$ cat src/rtl/alid_pkg.sv
// shared types and constants for the array list insert/delete core
package alid_pkg;

  // list store depth
  localparam int unsigned CAPACITY = 128;

  // store address width and entry count width
  localparam int unsigned AW = (CAPACITY > 1) ? $clog2(CAPACITY) : 1;
  localparam int unsigned CW = $clog2(CAPACITY + 1);

  // fixed field widths
  localparam int unsigned POS_W   = 8;
  localparam int unsigned DATA_W  = 32;
  localparam int unsigned MOVES_W = 7;
  localparam int unsigned LEN_W   = 8;

  // width used to compare positions against the entry count
  localparam int unsigned CMPW = (CW > POS_W) ? CW : POS_W;

  typedef enum logic [1:0] {
    OP_INSERT = 2'd0,
    OP_DELETE = 2'd1,
    OP_READ   = 2'd2,
    OP_CLEAR  = 2'd3
  } opcode_e;

  typedef enum logic [1:0] {
    ST_OK     = 2'd0,
    ST_FULL   = 2'd1,
    ST_BADPOS = 2'd2
  } status_e;

  typedef enum logic [1:0] {
    S_IDLE  = 2'd0,
    S_RUN   = 2'd1,
    S_DRAIN = 2'd2,
    S_DONE  = 2'd3
  } state_e;

endpackage

$ cat src/rtl/array_list_insert_delete_core.sv
// ordered list of signed words in a single memory, with insert, delete, read and clear
//
// An ordered list of up to alid_pkg::CAPACITY signed 32-bit words. A command is
// taken at a clock edge with start high and busy low; exactly one result beat
// follows, shown for one cycle with result_valid_o high, and the receiver cannot
// hold it off. Insert at position p (0 to length) shifts the later entries up,
// delete at p returns the entry and shifts the later entries down, read returns
// one entry, clear empties the list. A result carries data, status (ok, full,
// bad position), the number of entries shifted and the new length. Entries move
// one per cycle through the memory's single read port and single write port,
// with the read and the write of neighboring entries overlapped. A command that
// moves or reads entries steps through a run state, which reads one entry per
// cycle, a drain state and a done state; a clear, a rejected command or an
// insert that shifts nothing goes straight to the done state. The result beat
// is shown in the done state, and the block then returns to idle. The memory
// needs no clearing after reset: only entries below the length are ever read.
module array_list_insert_delete_core (
  input  logic                                   clk_i,
  input  logic                                   rst_ni,
  input  logic                                   start,
  output logic                                   busy,
  input  logic [1:0]                             opcode_i,
  input  logic [alid_pkg::POS_W-1:0]             position_i,
  input  logic signed [alid_pkg::DATA_W-1:0]     value_i,
  output logic                                   result_valid_o,
  output logic signed [alid_pkg::DATA_W-1:0]     data_o,
  output logic [1:0]                             status_o,
  output logic [alid_pkg::MOVES_W-1:0]           moves_o,
  output logic [alid_pkg::LEN_W-1:0]             length_o
);

  // list store
  logic [alid_pkg::DATA_W-1:0] mem [alid_pkg::CAPACITY];
  logic [alid_pkg::DATA_W-1:0] rdata_q;

  // sequencer state
  alid_pkg::state_e             state_q, state_d;
  alid_pkg::opcode_e            op_q, op_d;
  alid_pkg::status_e            status_q, status_d;
  logic [alid_pkg::CW-1:0]      count_q, count_d;
  logic [alid_pkg::AW-1:0]      ptr_q, ptr_d;       // next read address
  logic [alid_pkg::AW-1:0]      end_q, end_d;       // last read address
  logic [alid_pkg::AW-1:0]      pos_q, pos_d;
  logic [alid_pkg::AW-1:0]      raddr_q, raddr_d;   // address of the read in flight
  logic                         rvalid_q, rvalid_d; // rdata_q holds a fresh entry
  logic [alid_pkg::DATA_W-1:0]  val_q, val_d;
  logic [alid_pkg::DATA_W-1:0]  data_q, data_d;
  logic [alid_pkg::MOVES_W-1:0] moves_q, moves_d;

  // memory port controls
  logic                         mem_re;
  logic [alid_pkg::AW-1:0]      mem_ra;
  logic                         mem_we;
  logic [alid_pkg::AW-1:0]      mem_wa;
  logic [alid_pkg::DATA_W-1:0]  mem_wd;

  // command decode helpers
  logic                         accept;
  logic [alid_pkg::CMPW-1:0]    cnt_x;
  logic [alid_pkg::CMPW-1:0]    pos_x;
  logic [alid_pkg::CMPW-1:0]    ins_span;
  logic [alid_pkg::CMPW-1:0]    del_span;
  logic [alid_pkg::CMPW-1:0]    last_x;

  assign accept   = start && (state_q == alid_pkg::S_IDLE);
  assign busy     = (state_q != alid_pkg::S_IDLE);
  assign cnt_x    = alid_pkg::CMPW'(count_q);
  assign pos_x    = alid_pkg::CMPW'(position_i);
  assign ins_span = cnt_x - pos_x;            // entries shifted by an insert
  assign last_x   = cnt_x - 1'b1;             // index of the last entry
  assign del_span = last_x - pos_x;           // entries shifted by a delete

  // result beat straight from registers
  assign result_valid_o = (state_q == alid_pkg::S_DONE);
  assign data_o         = data_q;
  assign status_o       = status_q;
  assign moves_o        = moves_q;
  assign length_o       = alid_pkg::LEN_W'(count_q);

  // memory: one write port, one registered read port
  always_ff @(posedge clk_i) begin
    if (mem_we) begin
      mem[mem_wa] <= mem_wd;
    end
    if (mem_re) begin
      rdata_q <= mem[mem_ra];
    end
  end

  always_ff @(posedge clk_i or negedge rst_ni) begin
    if (!rst_ni) begin
      state_q  <= alid_pkg::S_IDLE;
      count_q  <= '0;
      rvalid_q <= 1'b0;
    end else begin
      state_q  <= state_d;
      count_q  <= count_d;
      rvalid_q <= rvalid_d;
    end
  end

  // payload and pointer registers
  always_ff @(posedge clk_i) begin
    op_q     <= op_d;
    status_q <= status_d;
    ptr_q    <= ptr_d;
    end_q    <= end_d;
    pos_q    <= pos_d;
    raddr_q  <= raddr_d;
    val_q    <= val_d;
    data_q   <= data_d;
    moves_q  <= moves_d;
  end

  always_comb begin
    state_d  = state_q;
    op_d     = op_q;
    status_d = status_q;
    count_d  = count_q;
    ptr_d    = ptr_q;
    end_d    = end_q;
    pos_d    = pos_q;
    raddr_d  = raddr_q;
    rvalid_d = 1'b0;
    val_d    = val_q;
    data_d   = data_q;
    moves_d  = moves_q;
    mem_re   = 1'b0;
    mem_ra   = ptr_q;
    mem_we   = 1'b0;
    mem_wa   = pos_q;
    mem_wd   = val_q;

    // entry returned by last cycle's read: move it or capture it
    if (rvalid_q) begin
      unique case (op_q)
        alid_pkg::OP_INSERT: begin
          mem_we = 1'b1;
          mem_wa = alid_pkg::AW'(raddr_q + 1'b1);
          mem_wd = rdata_q;
        end
        alid_pkg::OP_DELETE: begin
          if (raddr_q == pos_q) begin
            data_d = rdata_q;
          end else begin
            mem_we = 1'b1;
            mem_wa = alid_pkg::AW'(raddr_q - 1'b1);
            mem_wd = rdata_q;
          end
        end
        alid_pkg::OP_READ: begin
          data_d = rdata_q;
        end
        default: begin
        end
      endcase
    end

    unique case (state_q)
      alid_pkg::S_IDLE: begin
        if (accept) begin
          op_d     = alid_pkg::opcode_e'(opcode_i);
          val_d    = value_i;
          pos_d    = position_i[alid_pkg::AW-1:0];
          data_d   = '0;
          moves_d  = '0;
          status_d = alid_pkg::ST_OK;
          state_d  = alid_pkg::S_DONE;
          unique case (alid_pkg::opcode_e'(opcode_i))
            alid_pkg::OP_INSERT: begin
              if (count_q == alid_pkg::CW'(alid_pkg::CAPACITY)) begin
                status_d = alid_pkg::ST_FULL;
              end else if (pos_x > cnt_x) begin
                status_d = alid_pkg::ST_BADPOS;
              end else begin
                moves_d = ins_span[alid_pkg::MOVES_W-1:0];
                count_d = count_q + 1'b1;
                ptr_d   = last_x[alid_pkg::AW-1:0];
                end_d   = pos_x[alid_pkg::AW-1:0];
                if (ins_span != '0) begin
                  state_d = alid_pkg::S_RUN;
                end
              end
            end
            alid_pkg::OP_DELETE: begin
              if (pos_x >= cnt_x) begin
                status_d = alid_pkg::ST_BADPOS;
              end else begin
                moves_d = del_span[alid_pkg::MOVES_W-1:0];
                count_d = count_q - 1'b1;
                ptr_d   = pos_x[alid_pkg::AW-1:0];
                end_d   = last_x[alid_pkg::AW-1:0];
                state_d = alid_pkg::S_RUN;
              end
            end
            alid_pkg::OP_READ: begin
              if (pos_x >= cnt_x) begin
                status_d = alid_pkg::ST_BADPOS;
              end else begin
                ptr_d   = pos_x[alid_pkg::AW-1:0];
                end_d   = pos_x[alid_pkg::AW-1:0];
                state_d = alid_pkg::S_RUN;
              end
            end
            alid_pkg::OP_CLEAR: begin
              count_d = '0;
            end
            default: begin
            end
          endcase
        end
      end
      alid_pkg::S_RUN: begin
        // one read per cycle, walking toward end_q
        mem_re   = 1'b1;
        mem_ra   = ptr_q;
        rvalid_d = 1'b1;
        raddr_d  = ptr_q;
        if (ptr_q == end_q) begin
          state_d = alid_pkg::S_DRAIN;
        end else if (op_q == alid_pkg::OP_INSERT) begin
          ptr_d = ptr_q - 1'b1;
        end else begin
          ptr_d = ptr_q + 1'b1;
        end
      end
      alid_pkg::S_DRAIN: begin
        // last returned entry is handled above
        state_d = alid_pkg::S_DONE;
      end
      alid_pkg::S_DONE: begin
        // an insert drops the new word into the opened slot
        if (op_q == alid_pkg::OP_INSERT && status_q == alid_pkg::ST_OK) begin
          mem_we = 1'b1;
          mem_wa = pos_q;
          mem_wd = val_q;
        end
        state_d = alid_pkg::S_IDLE;
      end
      default: begin
        state_d = alid_pkg::S_IDLE;
      end
    endcase
  end

  // the result beat lasts exactly one cycle
  a_single_beat: assert property (@(posedge clk_i) disable iff (!rst_ni)
    result_valid_o |=> !result_valid_o)
    else $error("result beat longer than one cycle");

  // an accepted command keeps the block busy
  a_busy_after_accept: assert property (@(posedge clk_i) disable iff (!rst_ni)
    accept |=> busy)
    else $error("block not busy after accepting a command");

  // entry count never exceeds the store
  a_count_bound: assert property (@(posedge clk_i) disable iff (!rst_ni)
    count_q <= alid_pkg::CW'(alid_pkg::CAPACITY))
    else $error("entry count beyond capacity");

  // overlapped shift never writes the entry being read
  a_no_rw_clash: assert property (@(posedge clk_i) disable iff (!rst_ni)
    (mem_we && mem_re) |-> (mem_wa != mem_ra))
    else $error("shift writes the address it reads");

  // rejected commands return no data and move nothing
  a_reject_clean: assert property (@(posedge clk_i) disable iff (!rst_ni)
    (result_valid_o && status_o != alid_pkg::ST_OK) |-> (data_o == '0 && moves_o == '0))
    else $error("rejected command reports data or moves");

endmodule
$ cat config.mk
export PLATFORM = sky130hd
export DESIGN_NAME = array_list_insert_delete_core
export DESIGN_NICKNAME = d
export VERILOG_FILES = /design/src/rtl/alid_pkg.sv /design/src/rtl/array_list_insert_delete_core.sv
export SDC_FILE = /design/constraint.sdc
export NUM_CORES = 2
export LEC_CHECK = 0
export BUFFER_PORTS_ARGS = -buffer_cell sky130_fd_sc_hd__buf_2
export CAP_MARGIN = 20
export CORE_UTILIZATION = 60
export DETAILED_ROUTE_END_ITERATION = 10
export MAX_ROUTING_LAYER = met4
export PLACE_DENSITY = 0.76
export SYNTH_ARGS = -nofsm -noshare
export SYNTH_HDL_FRONTEND = slang
export SYNTH_SLANG_ARGS = --single-unit
export TNS_END_PERCENT = 10
$ cat constraint.sdc
create_clock -name clk_i -period 9.6 [get_ports clk_i]
set_input_delay 0.48 -clock clk_i [delete_from_list [all_inputs] [get_ports clk_i]]
set_output_delay 0.48 -clock clk_i [all_outputs]
set_load 0.05 [all_outputs]
After elaboration in Yosys (flattened, before gate mapping)
Memories as Yosys holds them, arrays and structs flattened. A register that Yosys moved wholly into a read port is not among the register bits.
Index checks and enable logic that the tools add are counted.
{ "totals": {"output_inout_bits": 51, "ram_bits": 4096, "n_memories": 1, "regBits": 114, "in_bits": 45} }
{ "op_classes": {"muxes": 55, "eq_ne": 22, "n_reduce_logical": 17, "n_addsub": 8, "n_lt_le_gt_ge": 2} }
{ "mem_list": {"columns": ["memory", "words", "width", "read_ports", "rd_ports_with_merged_regs", "write_ports", "line", "rtl"], "rows": [
  ["mem", 128, 32, 1, 1, 1, "array_list_insert_delete_core.sv:33", "logic [alid_pkg::DATA_W-1:0] mem [alid_pkg::CAPACITY];"]
]} }
{ "op_table": {"columns": ["operator", "count"], "rows": [
  ["2-to-1 mux 32 bit", 8],
  ["one-hot mux 32 bit (2 select lines)", 2],
  ["2-to-1 mux 7 bit", 16],
  ["one-hot mux 7 bit (2 select lines)", 4],
  ["2-to-1 mux 8 bit", 3],
  ["one-hot mux 8 bit (3 select lines)", 1],
  ["one-hot mux 7 bit (3 select lines)", 1],
  ["2-to-1 mux 2 bit", 9],
  ["adder 7 x 1 -> 7 bit, second input constant", 2],
  ["== test 7 bit", 2],
  ["inequality test 2 bit, second input constant", 7],
  ["AND reduction 7 bit", 2],
  ["subtractor 7 x 1 -> 7 bit, second input constant", 2],
  ["== test 2 bit, second input constant", 5],
  ["inequality test 3 bit, second input constant", 3],
  ["adder 8 x 1 -> 8 bit, second input constant", 1],
  ["== test 8 bit, second input constant", 1],
  ["greater-or-equal comparator 8 bit", 1],
  ["greater-than comparator 8 bit", 1],
  ["logical NOT 2 bit", 4],
  ["one-hot mux 2 bit (2 select lines)", 2],
  ["one-hot mux 2 bit (4 select lines)", 1],
  ["nonzero test 8 bit", 1],
  ["subtractor 8 x 1 -> 8 bit, second input constant", 1],
  ["other kinds (12)", 24]
]} }

Longest topological paths before layout
{ "depth": {"ltp_word": 8, "mapped_depth": 13, "mapped_depth_nobuf": 11} }

Worst setup path after synthesis
No wires, ideal clock.
{ "synth_timing": {"path_type": "reg-to-reg", "startpoint": "register raddr_q[2] (netlist bit)", "endpoint": "memory mem[0][31] (netlist bit) (data pin)", "arrival_ps": 6309, "period_less_slack_ps": 7505, "path_stages_with_launch": 7, "slack_ps": 2095, "setup_time_ps": 1197, "cell_sequence": "edfxtp_1 -> buf_2 -> xor2_1 -> or3_1 -> o21ai_0 -> and2_1 -> o21ai_0"} }
{ "synth_via": {"elab_chain_cells": 6} }
{ "synth_rtl": {"columns": ["element", "line", "rtl"], "rows": [
  ["from (decl)", "array_list_insert_delete_core.sv:44", "logic [alid_pkg::AW-1:0] raddr_q, raddr_d;"],
  ["from (signal assigned)", "array_list_insert_delete_core.sv:109", "raddr_q <= raddr_d;"],
  ["== test 7 bit *", "array_list_insert_delete_core.sv:143", "if (raddr_q == pos_q) begin"],
  ["2-to-1 mux 32 bit *", "array_list_insert_delete_core.sv:143", null],
  ["one-hot mux 32 bit (2 select lines) *", "array_list_insert_delete_core.sv:136", "unique case (op_q)"],
  ["2-to-1 mux 32 bit *", "array_list_insert_delete_core.sv:135", "if (rvalid_q) begin"],
  ["2-to-1 mux 32 bit", "array_list_insert_delete_core.sv:233", "if (op_q == alid_pkg::OP_INSERT && status_q == alid_pkg::ST_OK) begin"],
  ["2-to-1 mux 32 bit *", "array_list_insert_delete_core.sv:159", "unique case (state_q)"],
  ["via mem_wd (one bit)", "array_list_insert_delete_core.sv:55", "logic [alid_pkg::DATA_W-1:0] mem_wd;"],
  ["to (decl)", "array_list_insert_delete_core.sv:33", null]
]} }
Mark *: on every way through the listed nets, which the timed path passes. The rest lies on a longest branch.

Worst setup path after layout
{ "layout_timing": {"startpoint": "register op_q[0]", "endpoint": "memory mem[75][14] (netlist bit) (enable)"} }
{ "layout_via": {"elab_chain_cells": 7} }
{ "layout_rtl": {"columns": ["element", "line", "rtl"], "rows": [
  ["from (decl)", "array_list_insert_delete_core.sv:38", "alid_pkg::opcode_e op_q, op_d;"],
  ["from (signal assigned)", "array_list_insert_delete_core.sv:104", "op_q <= op_d;"],
  ["== test 2 x 1 -> 1 bit or logical NOT 2 bit (tied branches)", "array_list_insert_delete_core.sv:136, array_list_insert_delete_core.sv:233", null],
  ["one-hot mux 1 bit (2 select lines)", "array_list_insert_delete_core.sv:136", null],
  ["2-to-1 mux 1 bit", "array_list_insert_delete_core.sv:135", null],
  ["2-to-1 mux 1 bit", "array_list_insert_delete_core.sv:233", null],
  ["2-to-1 mux 1 bit", "array_list_insert_delete_core.sv:159", null],
  ["2-to-1 mux 1 bit", "array_list_insert_delete_core.sv:82", "if (mem_we) begin"],
  ["2-to-1 mux 1 bit (implied by the code)", "array_list_insert_delete_core.sv:83", "mem[mem_wa] <= mem_wd;"]
]} }
Several ways; a longest one is shown, not always the timed one.

==> results.toml <==
[outcome]
status = "complete, no violations"

[global_routing]
grt_start_max_net_pins = 134
grt.total_usage = 0.335
antenna_found_initial = 17
grt_overflow_total = 0
grt_pass1_wl_um = 614000
grt_pass1_vias = 80100

[min_path]
hp-start = "value_i[13]"
hold_path_depth = 2
hold_path_end = "val_q[13]$_DFFE_PP_"
hold_path.class = "in2reg"

[cts]
cts_tree = "done"
clk_pin_slew_worst_paths_ns = 0.06
htree_levels = 5
cts.sinks = 4242
ctsResizeCount = 0
clock-root-buffer = "clkbuf_16"
insertion_delay_ns = 1.03
clockBufferDepth = 4
cts_made_buffers = 408

[sta]
period_needed_ns = 6.00
final-hold-violation-count = 0
rsz0062_at_grt = "false"
skew_ns = 0.124
tightest_slew_ns = 1.25
relSlewSlack = 0.156
timing.fmax_ghz = 0.167
setup-tns-final_ns = 0
setup_violations = 0
period_share = 0.625
drv_slew = 0

[placed_design]
dp.cells = 10500
gp_congestion = 0.950
io_buffers = 95
detailed_place_hpwl_um = 247000

[setup_path]
critPathLaunchType = "flip-flop"
rrSetupSlack_ns = 3.60
cp.required_ns = 10.15
path_max_fanout = 43
reg2reg_depth = 10
rr_startpoint = "op_q[0]$_DFFE_PP_"
critical-path-top-delay-family = "simple AND/OR/NAND/NOR gates"
cp_data_arrival_time_ns = 6.56
end_kind = "flip-flop"
path_cells = "inv_1 > ha_1 > nor4bb_1 > a211oi_4 > o21ai_4 > buf_4 > and2_1 > a22o_1 > nand2_1 > nor2_4"
critical_path.slowest_cell = "nor2_4"
path_class = "reg2reg"
r2r-end = "mem[75][14]$_DFFE_PP_"
critPathBufInv = 2
max_stage_delay_ns = 1.18
crit_cells = 10

[synthesis]
synth_nets = 7135
yosys_register_bits = 4242
ys_seq_area_frac = 0.777
yosys_most_used_dff = "edfxtp_1"
yosysUniqueCellTypes = 75
syn_area_per_cell_um2 = 23.2
yosysWarnings = 0
synthCells = 7050
synthesis.area_um2 = 163000
async_flop_share = 0.00259
synth_edf_count = 4199

[final_layout]
drive_above_1_share = 0.285
area_delta_synth_final_pct = 12.7
final_common_cell = "edfxtp_1"
layoutNonFillerInstCount = 11400
layout.nets = 7535
mostFrequentLayoutCells = "edfxtp_1 (4,199), mux4_2 (1,120), clkbuf_16 (416), mux2i_1 (360), buf_4 (161)"

[route]
viasPerCell = 7.10
remaining_drc_errors = 0
antenna_left = 0
totalWireLength_um = 445000
vias = 80600
firstDrtPassIters = 5
wire_per_inst_um = 39.2
drt_iter0_drc = 12800

[floorplanning]
num_rows = 191
fp.dieArea_um2 = 274000
io_pins = 96
core-area_um2 = 271000
floorplan.initialDensity = 0.604
fp.dieW_um = 524
die_h_um = 524

[flow_run]
cap_viol_max_count = 0

[power_and_ir_drop]
total_power_mw = 56.2
p_leak_nw = 57.9
pwr_density_cell_nw_per_um2 = 305
ir_drop_v = 0.000219
==> cell families (layout without fill, tap and decap cells) <==
| logic type | count (synthesis) | count (layout) | share of synthesized area |
|---|---|---|---|
| compound gates | 428 | 428 | 0.0184 |
| xor+xnor | 45 | 45 | 0.00241 |
| fa+ha+maj | 40 | 40 | 0.00320 |
| buf+inv | 419 | 1138 | 0.0108 |
| flops | 4242 | 4242 | 0.777 |
| mux | 1482 | 1482 | 0.177 |
| other cells | 0 | 14 | 0 |
| simple gates | 394 | 394 | 0.0115 |
==> layout make-up <==
class	count	area, um2
antenna	14	35.0
clock buffer	508	10800
clock inverter	221	2160
fill	15600	86500
inverter	36	135
multi-input combinational	2389	35900
sequential	4242	127000
tap	3570	4470
timing repair buffer	373	3750
==> where the power goes <==
part           internal [mW]  switching [mW]
combinational           6.10            11.1
clock                   8.81            7.01
sequential              22.6           0.515
==> repair_timing <==
item	in CTS	in global routing
buffers inserted	0	0
hold endpoints to repair	53	0
hold buffers	44	0
==> cell usage after synthesis (11+ instances only) <==
cell type,n,area (um2)
ha_1,37,463
dfxtp_1,32,641
xnor2_1,28,245
buf_1,34,128
a21oi_1,30,150
xor2_1,17,149
dfrtp_1,11,275
inv_1,35,131
nand2_1,62,233
mux4_2,1120,25200
nand3_1,28,140
edfxtp_1,4199,126000
clkbuf_1,221,830
a22o_1,40,350
buf_2,118,591
mux2i_1,360,3600
nor4_1,35,219
a22oi_1,67,503
o211ai_1,69,518
o22ai_1,136,851
o21ai_0,34,170
nor3_1,34,170
nor2_1,167,627
==> worst max-delay path by stage <==
stage / start / to
after detailed placement: op_q[0]$_DFFE_PP_ / mem[123][20]$_DFFE_PP_
after CTS: op_q[0]$_DFFE_PP_ / mem[123][25]$_DFFE_PP_
after global routing: op_q[0]$_DFFE_PP_ / mem[107][25]$_DFFE_PP_
after floorplan: raddr_q[2]$_DFFE_PP_ / mem[0][31]$_DFFE_PP_
final: op_q[0]$_DFFE_PP_ / mem[75][14]$_DFFE_PP_
after global placement: mem_ra[0]$_DFFE_PP_ / rdata_q[24]$_DFFE_PP_
==> state kept, by name (all words and copies together) (netlist names), 7 cells and up <==
register and count:
length_o 8, mem_ra 7, data_o 32, raddr_q 7, end_q 7, mem 4096
val_q 32, moves_o 7, rdata_q 32, pos_q 7
==> routing by layer <==
layer,vias to the layer above,GRT usage,routed length [um]
li1,31000,-,-
met1,42400,0.444,153000
met2,6197,0.498,209000
met3,1057,0.0813,56900
met4,0,0.157,26100
met5,-,-,0
==> stage by stage <==
stage / area, um2 / hold slack [ns] / utilization / setup WS (ns)
2_1_floorplan: 163000 / 0.184 / - / 2.09
3_3_place_gp: 170000 / 0.377 / 0.626 / 3.79
3_5_place_dp: 170000 / 0.380 / 0.628 / 3.77
4_1_cts: 183000 / 0.127 / 0.678 / 3.73
5_1_grt: 184000 / 0.175 / 0.680 / 3.54
6_report: 184000 / 0.175 / 0.680 / 3.60
Power figures use the tool's default switching activity.
